**config.mk**
```make
export PLATFORM = sky130hd
export DESIGN_NAME = bcrz_score
export DESIGN_NICKNAME = d
export VERILOG_FILES = /design/src/bcrz_pkg.sv /design/src/bcrz_score.sv
export SDC_FILE = /design/constraint.sdc
export NUM_CORES = 2
export LEC_CHECK = 0
export BUFFER_PORTS_ARGS = -buffer_cell sky130_fd_sc_hd__clkbuf_2
export CAP_MARGIN = 20
export CORE_UTILIZATION = 50
export CTS_CLUSTER_SIZE = 28
export DETAILED_ROUTE_END_ITERATION = 12
export HOLD_SLACK_MARGIN = 0.12
export PLACE_DENSITY = 0.74
export SETUP_SLACK_MARGIN = 0.3
export SLEW_MARGIN = 20
export SYNTH_ARGS = -nofsm -noshare
export SYNTH_HDL_FRONTEND = slang
export SYNTH_SLANG_ARGS = --single-unit
```
**constraint.sdc**
```tcl
create_clock -name clk -period 17.6 [get_ports clk]
set_input_delay 3.52 -clock clk [delete_from_list [all_inputs] [get_ports clk]]
set_output_delay 3.52 -clock clk [all_outputs]
set_load 0.05 [all_outputs]
```
**src/bcrz_pkg.sv**
```systemverilog
package bcrz_pkg;

  localparam int unsigned MAX_BUCKETS_DEF = 64;
  localparam int unsigned COUNT_BITS_DEF  = 16;

  localparam logic [31:0] BUCKET_LEN_RST = 32'd100000000;
  localparam logic [39:0] WINDOW_LEN_RST = 40'd1000000000;

  localparam int unsigned CFG_IDX_W = 1;
  localparam int unsigned CFG_DATA_W = 40;

  typedef enum logic [0:0] {
    REG_BUCKET_LEN = 1'b0,
    REG_WINDOW_LEN = 1'b1
  } bcrz_reg_t;

  localparam logic [1:0] SIDE_BID = 2'd0;
  localparam logic [1:0] SIDE_ASK = 2'd1;

  typedef enum logic [3:0] {
    ST_IDLE,
    ST_APPEND,
    ST_COUNT,
    ST_WREQ,
    ST_WDATA,
    ST_WACC,
    ST_WEND,
    ST_SCORE,
    ST_OUT
  } bcrz_st_t;

  typedef enum logic [2:0] {
    SC_IDLE,
    SC_MUL,
    SC_PREP,
    SC_SQRT,
    SC_DIV
  } bcrz_sc_st_t;

  localparam logic [31:0] Z_MAX = 32'h7FFF_FFFF;
  localparam logic [31:0] Z_MIN = 32'h8000_0000;

endpackage

```
**src/bcrz_score.sv**
```systemverilog
// Score unit for one side: serial n*q - s*s, bit-serial square root,
// restoring division, then saturation to Q16.16.
module bcrz_score #(
  parameter int unsigned CB = bcrz_pkg::COUNT_BITS_DEF,
  parameter int unsigned NW = $clog2(bcrz_pkg::MAX_BUCKETS_DEF + 1),
  parameter int unsigned SW = CB + NW,
  parameter int unsigned QW = 2 * CB + NW
) (
  input  logic              clk,
  input  logic              rst_n,
  input  logic              start_i,
  input  logic [NW-1:0]     n_i,
  input  logic [SW-1:0]     s_i,
  input  logic [QW-1:0]     q_i,
  input  logic [CB-1:0]     c_i,
  output logic              done_o,
  output logic [31:0]       z_o
);

  localparam int unsigned DW    = NW + QW;
  localparam int unsigned RAW   = DW + 32;
  localparam int unsigned RADW  = RAW + (RAW % 2);
  localparam int unsigned RW    = RADW / 2;
  localparam int unsigned MW    = NW + CB;
  localparam int unsigned DVW   = MW + 32;
  localparam int unsigned CW    = $clog2(DVW + 1);

  bcrz_pkg::bcrz_sc_st_t state_r, state_nxt;
  logic [CW-1:0]   cnt_r;
  logic            done_r;

  logic [NW-1:0]   n_r, n_sh_r;
  logic [SW-1:0]   s_r, s_sh_r;
  logic [DW-1:0]   q_sh_r, s_add_r, nq_r, ss_r;
  logic [MW-1:0]   nc_r, mag_r;
  logic            neg_r;
  logic [RADW-1:0] rad_r;
  logic [RW+1:0]   srem_r;
  logic [RW-1:0]   root_r;
  logic [RW-1:0]   dvs_r, drem_r;
  logic [DVW-1:0]  dvd_r;
  logic [31:0]     z_r;

  logic [DW-1:0]   d_w;
  logic [MW-1:0]   s_ext;
  logic [RW+1:0]   srem_t, trial;
  logic [RW:0]     drem_t;
  logic            last_w;

  assign d_w    = nq_r - ss_r;
  assign s_ext  = MW'(s_r);
  assign srem_t = {srem_r[RW-1:0], rad_r[RADW-1 -: 2]};
  assign trial  = {root_r, 2'b01};
  assign drem_t = {drem_r, dvd_r[DVW-1]};
  assign last_w = (state_r == bcrz_pkg::SC_DIV) && (cnt_r == CW'(DVW - 1));

  always_comb begin
    state_nxt = state_r;
    unique case (state_r)
      bcrz_pkg::SC_IDLE: if (start_i) state_nxt = bcrz_pkg::SC_MUL;
      bcrz_pkg::SC_MUL:  if (cnt_r == CW'(SW - 1)) state_nxt = bcrz_pkg::SC_PREP;
      bcrz_pkg::SC_PREP: state_nxt = (d_w == '0) ? bcrz_pkg::SC_DIV : bcrz_pkg::SC_SQRT;
      bcrz_pkg::SC_SQRT: if (cnt_r == CW'(RW - 1)) state_nxt = bcrz_pkg::SC_DIV;
      bcrz_pkg::SC_DIV:  if (cnt_r == CW'(DVW - 1)) state_nxt = bcrz_pkg::SC_IDLE;
      default: state_nxt = bcrz_pkg::SC_IDLE;
    endcase
  end

  always_ff @(posedge clk) begin
    if (!rst_n) begin
      state_r <= bcrz_pkg::SC_IDLE;
      cnt_r   <= '0;
      done_r  <= 1'b0;
    end else begin
      state_r <= state_nxt;
      done_r  <= last_w;
      if (state_nxt != state_r) begin
        cnt_r <= '0;
      end else begin
        cnt_r <= cnt_r + 1'b1;
      end
    end
  end

  always_ff @(posedge clk) begin
    unique case (state_r)
      bcrz_pkg::SC_IDLE: begin
        n_r     <= n_i;
        n_sh_r  <= n_i;
        s_r     <= s_i;
        s_sh_r  <= s_i;
        q_sh_r  <= DW'(q_i);
        s_add_r <= DW'(s_i);
        nq_r    <= '0;
        ss_r    <= '0;
        nc_r    <= MW'(n_i * c_i);
      end
      bcrz_pkg::SC_MUL: begin
        if (n_sh_r[0]) nq_r <= nq_r + q_sh_r;
        if (s_sh_r[0]) ss_r <= ss_r + s_add_r;
        n_sh_r  <= n_sh_r >> 1;
        s_sh_r  <= s_sh_r >> 1;
        q_sh_r  <= q_sh_r << 1;
        s_add_r <= s_add_r << 1;
      end
      bcrz_pkg::SC_PREP: begin
        neg_r  <= nc_r < s_ext;
        mag_r  <= (nc_r < s_ext) ? s_ext - nc_r : nc_r - s_ext;
        rad_r  <= {RADW'(d_w) << 32};
        srem_r <= '0;
        root_r <= '0;
        drem_r <= '0;
        // flat variance: sigma is one, divide by n at 2^16 scale
        dvd_r  <= (nc_r < s_ext) ? DVW'(s_ext - nc_r) << 16 : DVW'(nc_r - s_ext) << 16;
        dvs_r  <= RW'(n_r);
      end
      bcrz_pkg::SC_SQRT: begin
        rad_r <= rad_r << 2;
        if (srem_t >= trial) begin
          srem_r <= srem_t - trial;
          root_r <= {root_r[RW-2:0], 1'b1};
        end else begin
          srem_r <= srem_t;
          root_r <= {root_r[RW-2:0], 1'b0};
        end
        if (cnt_r == CW'(RW - 1)) begin
          dvs_r <= (srem_t >= trial) ? {root_r[RW-2:0], 1'b1} : {root_r[RW-2:0], 1'b0};
          dvd_r <= DVW'(mag_r) << 32;
        end
      end
      bcrz_pkg::SC_DIV: begin
        if (drem_t >= {1'b0, dvs_r}) begin
          drem_r <= RW'(drem_t - {1'b0, dvs_r});
          dvd_r  <= {dvd_r[DVW-2:0], 1'b1};
        end else begin
          drem_r <= drem_t[RW-1:0];
          dvd_r  <= {dvd_r[DVW-2:0], 1'b0};
        end
      end
      default: ;
    endcase
    if (done_r) begin
      if (neg_r) begin
        z_r <= (dvd_r[DVW-1:31] != '0) ? bcrz_pkg::Z_MIN : 32'd0 - dvd_r[31:0];
      end else begin
        z_r <= (dvd_r[DVW-1:31] != '0) ? bcrz_pkg::Z_MAX : dvd_r[31:0];
      end
    end
  end

  logic fin_r;
  always_ff @(posedge clk) begin
    if (!rst_n) begin
      fin_r <= 1'b0;
    end else begin
      fin_r <= done_r;
    end
  end

  assign done_o = fin_r;
  assign z_o    = z_r;

endmodule

```
## Word level (Yosys, flattened, before mapping)

Index checks and enable logic that the tools add are counted.

- Reductions and logical operators: 13
- Eq/ne operators: 11
- Mux-type cells: 31
- Multipliers: 1
- $lt $le $gt $ge: 3
- $add $sub $neg: 11
- Bitwise gates (word level): 1

Operators with widths:

| kind | number |
|---|---|
| 46-bit one-hot mux with 2 select lines | 4 |
| 39-bit one-hot mux with 2 select lines | 4 |
| 55-bit one-hot mux with 3 select lines | 1 |
| 78-bit one-hot mux with 2 select lines | 1 |
| 39-bit two-way mux | 3 |
| 55-bit two-way mux | 2 |
| 32-bit two-way mux | 3 |
| 46-bit adder | 2 |
| 46-bit two-way mux | 2 |
| 39-bit subtractor | 2 |
| 23-bit by 23-bit subtractor with 24-bit output | 2 |
| 46-bit logical NOT | 1 |
| 23-bit one-hot mux with 2 select lines | 1 |
| 23-bit subtractor | 2 |
| 46-bit subtractor | 1 |
| 41-bit greater-or-equal comparator | 1 |
| 40-bit by 39-bit greater-or-equal comparator with 1-bit output | 1 |
| 1-bit by 32-bit subtractor with 32-bit output (first input constant) | 1 |
| 24-bit nonzero test | 1 |
| 23-bit < comparator | 1 |
| 7-bit by 16-bit multiplier with 23-bit output | 1 |
| 23-bit two-way mux | 1 |
| 3-bit two-way mux | 5 |
| 3-bit one-hot mux with 5 select lines | 1 |
| 17 further kinds | 27 |

- Output and inout port bits: 33
- Word-level logic and storage cells: 93
- Bits of input ports: 88
- Register bits: 623

## Depth between registers and ports, before layout

- Depth in word-level cells: 6
- Gate-level depth with buffers: 22
- Mapped depth without buffers: 20

## Worst setup path before layout

OpenSTA, ideal clock, no wires.

- Path kind: input to register
- From: in n_i[5]
- To: reg nc_r[22], data pin
- Setup slack: 8.865 ns
- Arrival time: 8.475 ns
- Stages on the path: 18
- Path through: clkbuf_1 -> clkbuf_1 -> nand2_1 -> fa_1 -> inv_1 -> fa_1 -> fa_1 -> fa_1 -> ha_1 -> or2_2 -> a21oi_1 -> a211oi_1 -> or3b_2 -> and3_1 -> or3_1 -> a31o_2 -> a21oi_1 -> xnor2_1

- Word-level cells in the longest chain between the ends: 1

RTL lines:

| element | RTL line | text |
|---|---|---|
| start, declared | bcrz_score.sv:12 | `input logic [NW-1:0] n_i,` |
| 7-bit by 16-bit multiplier with 23-bit output | bcrz_score.sv:96 | `nc_r <= MW'(n_i * c_i);` |
| end signal, assigned | bcrz_score.sv:96 |  |
| end, declared | bcrz_score.sv:35 | `logic [MW-1:0] nc_r, mag_r;` |

No other way between the ends.
A chain may end at the register's enable or synchronous reset.

## Worst setup path after layout

- From: in n_i[6]
- To: reg nc_r[22], data pin

Same word-level chain as after synthesis.

==> reports/metrics.yaml <==
status:
  status: "finished clean"
yosys:
  syn-num-nets: 4587
  ys_seq_area_share_pct: 43.7
  ys_ff_latch: 591
  synth.top_cell.area_share_pct: 43.2
  synth_warnings: 0
  avgSynthCellArea_um2: 9.79
  synth_edf_count: 580
  yosys.cell_types.count: 96
  synth_area_leaders: "edfxtp_1 43%, ha_1 9.5%, nand2_1 5.6%, fa_1 3.7%, a21oi_1 3.4%"
  synth_top_cell_by_area: "edfxtp_1"
  synthArstFlopShare_pct: 0
  netlist_area_um2: 40300
  ys.flop_type: "edfxtp_1"
  synthCells: 4119
pwr:
  seqPwrFrac_pct: 34.8
  p_sw_mw: 1.87
  switching_share_pct: 35.6
  p_leak_nw: 19.8
  vdd_drop_max_uv: 84.7
  pwr-share-comb_pct: 38.3
  power.internal_mw: 3.39
  clockPowerShare_pct: 26.9
  power_density_nw_per_um2: 119
sta:
  period_needed_ps: 8530
  slew_headroom_pct: 29.9
  finalCritPeriodShare_pct: 48.5
  timing.final.ws_setup_ps: 9070
  finalSetupViolations: 0
  fin_setup_tns_ps: 0
  finalMaxSlewViolations: 0
  worst_slew_pin_slew_ps: 1050
  worst_clock_skew_ps: 59.8
  rsz0062_at_grt: "false"
  fmax_mhz: 117
  hold_violations: 0
floorplanning:
  start_util_pct: 50.8
  die_area_um2: 81800
  placeableCoreArea_um2: 79400
  ios: 121
  die_x_um: 286
  die_y_um: 286
  row_count: 103
clock_network:
  ctsResizeCount: 0
  root_buffer: "clkbuf_16"
  hold_buffers: 0
  clock_latency_ps: 640
  clk_path_buf_depth: 3
  clock_sinks: 591
  post_cts_buffers: 0
  clkTransAtPathRegs_ps: 60
  numCtsBuffers: 68
  htree_levels: 3
  cts_tree: "done"
cells_and_area:
  layout.nets: 4657
  seqCellArea_um2: 17600
  drive_gt1_share_pct: 7.45
  multiInputGateArea_um2: 21000
  syn_to_final_growth_pct: 9.72
  nFillCells: 6961
critical_path:
  crit_slowest_cell: "fa_1"
  worst_ep_arrival_time_ps: 8910
  cp_max_fo: 19
  required_ps: 17980
  cp-end-kind: "register"
  start_kind: "input pin"
  crit_chain: "clkbuf_2 -> nand2_1 -> fa_1 -> fa_1 -> fa_1 -> inv_1 -> fa_1 -> ha_1 -> nor2b_1 -> o21ai_0 -> a211oi_1 -> or3b_2 -> and3_1 -> or3_1 -> a31o_2 -> a21oi_1 -> xnor2_1"
  critPathKind: "in2reg"
  crit_top_cell: "fa_1"
  slowest_delay_ps: 550
grt:
  globalRouteOverflowTotal: 0
  grt_util_all_layers_pct: 22.4
  grt_pass1_vias: 29200
  antenna_found_initial: 8
  grt_pass1_wl_um: 149000
  grt_start_max_net_pins: 98
detailed_routing:
  avgViaCountPerCell: 5.77
  ant_nets: 0
  drt_iter0_markers: 2346
  routed_wl_um: 92000
  drcViolationCount: 0
  vias: 30500
  dr.pass1.iters: 5
  post_drt_wl_per_cell_um: 17.4
placement:
  portBuffers: 120
  hpwl_um: 66700
  place_ws_ps: 8520
  place_congestion: 0.927
run:
  maxCapViolCount: 0
hold_path:
  hold_path_class: "reg2reg"
registers in the layout, indices dropped and copies added (netlist names):
name	cells
s_add_r	46
cnt_r	6
nq_r	46
q_sh_r	46
neg_r	1
done_r	1
state_r	3
n_sh_r	7
ss_r	46
nc_r	23
mag_r	23
done_o	1
s_sh_r	23
n_r	7
dvs_r	39
root_r	39
srem_r	39
s_ext	23
z_o	32
rad_r	46
dvd_r	55
drem_r	39
cells in the mapped netlist (12+ instances only):
master and number:
nor2b_1 32, a21oi_1 277, nand2_1 601, and3_1 73, mux2i_1 45, a31oi_1 21, o21a_1 43, ha_1 305
clkbuf_1 127, a221o_1 19, nand3_1 75, o21bai_1 36, xnor2_1 136, o211ai_1 24, nor2_1 339, o31ai_1 23
o21ai_0 178, or3_1 27, xor2_1 100, and2_1 53, a22o_1 26, a211oi_1 26, buf_2 12, nor3_1 63
fa_1 75, inv_1 315, nand4_1 40, nand2b_1 45, nor4_1 18, a21o_1 145, edfxtp_1 580
metrics by stage:
step | util, % | total power [mW] | hold WS [ps] | area, um2 | cells
2_1_floorplan | - | 3.39 | 430 | 40300 | 4119
3_3_place_gp | 52.8 | 3.80 | 448 | 41900 | 5167
3_5_place_dp | 52.8 | 3.84 | 461 | 41900 | 5167
4_1_cts | 55.7 | 5.27 | 474 | 44200 | 5290
5_1_grt | 55.7 | 5.58 | 523 | 44200 | 5292
6_report | 55.7 | 5.27 | 470 | 44200 | 5296
cells in the final DEF, fill, tap and decap left out, types with 21 or more instances in the layout:
cell type,netlist,routed
inv_1,315,314
nand3_1,75,75
ha_1,305,305
a31oi_1,21,21
mux2i_1,45,45
o31ai_1,23,23
a21oi_1,277,277
a211oi_1,26,26
and3_1,73,73
and2_1,53,52
or3_1,27,27
clkbuf_2,0,120
clkbuf_16,0,68
nor2_1,339,336
fa_1,75,75
a21o_1,145,144
nand2_1,601,599
nor3_1,63,61
edfxtp_1,580,580
o21ai_0,178,177
o211ai_1,24,24
a22o_1,26,26
o21bai_1,36,36
xnor2_1,136,136
nor2b_1,32,32
nand4_1,40,40
o21a_1,43,41
xor2_1,100,100
nand2b_1,45,45
buf_4,1,26
cell families (layout without fill, tap and decap cells):
| family | count (synthesis) | after routing | share of synthesized area, % |
|---|---|---|---|
| other | 0 | 4 | 0 |
| AOI/OAI and AO/OA | 976 | 976 | 16.2 |
| and+or+nand+nor | 1423 | 1423 | 16.1 |
| muxes | 49 | 49 | 1.23 |
| adders and majority gates | 380 | 380 | 13.2 |
| buffers and inverters | 464 | 587 | 4.39 |
| DFF | 591 | 591 | 43.7 |
| xor gates and xnor gates | 236 | 236 | 5.13 |
area by class of cell:
| class | instances | area share (%) |
|---|---|---|
| Sequential cell | 591 | 39.9 |
| Clock buffer | 85 | 4.06 |
| Tap cell | 1050 | 2.97 |
| Antenna cell | 4 | 0.0226 |
| Multi-Input combinational cell | 3064 | 47.5 |
| Timing Repair Buffer | 147 | 1.86 |
| Clock inverter | 38 | 1.06 |
| Inverter | 317 | 2.70 |
layer usage:
metal	routed length [um]	share of wire (%)	vias up	track usage (%)
li1	-	-	15000	-
met1	42200	46	14600	31.6
met2	41700	45	857	35.3
met3	4960	5.4	176	2.50
met4	3120	3.4	0	8.61
met5	0	0	-	0
final timing paths:
path                               start        to  slack (ps)  depth (start not counted)
worst max-delay path              n_i[6]  nc_r[22]        9070                         17
worst min-delay path            cnt_r[0]  cnt_r[0]         470                          1
worst max register to register   nq_r[1]  nq_r[42]       13030                         13
worst min register to register  cnt_r[0]  cnt_r[0]         470                          1
worst max-delay path: cells and delay by family:
family                     cells  cell delay (ps)
xor gates and xnor gates       1               80
adders and majority gates      5             2420
buffers and inverters          2              510
and+or+nand+nor                5             1400
AOI/OAI and AO/OA              4              910
power by group through the flow:
stage	Clock [mW]	Sequential, mW	Combinational, mW
4_1_cts	1.45	1.83	1.99
3_3_place_gp	0	1.86	1.94
2_1_floorplan	0	1.82	1.57
3_5_place_dp	0	1.86	1.98
6_report	1.42	1.83	2.02
5_1_grt	1.49	1.84	2.25
No activity file was read; power rests on OpenSTA's default activity.
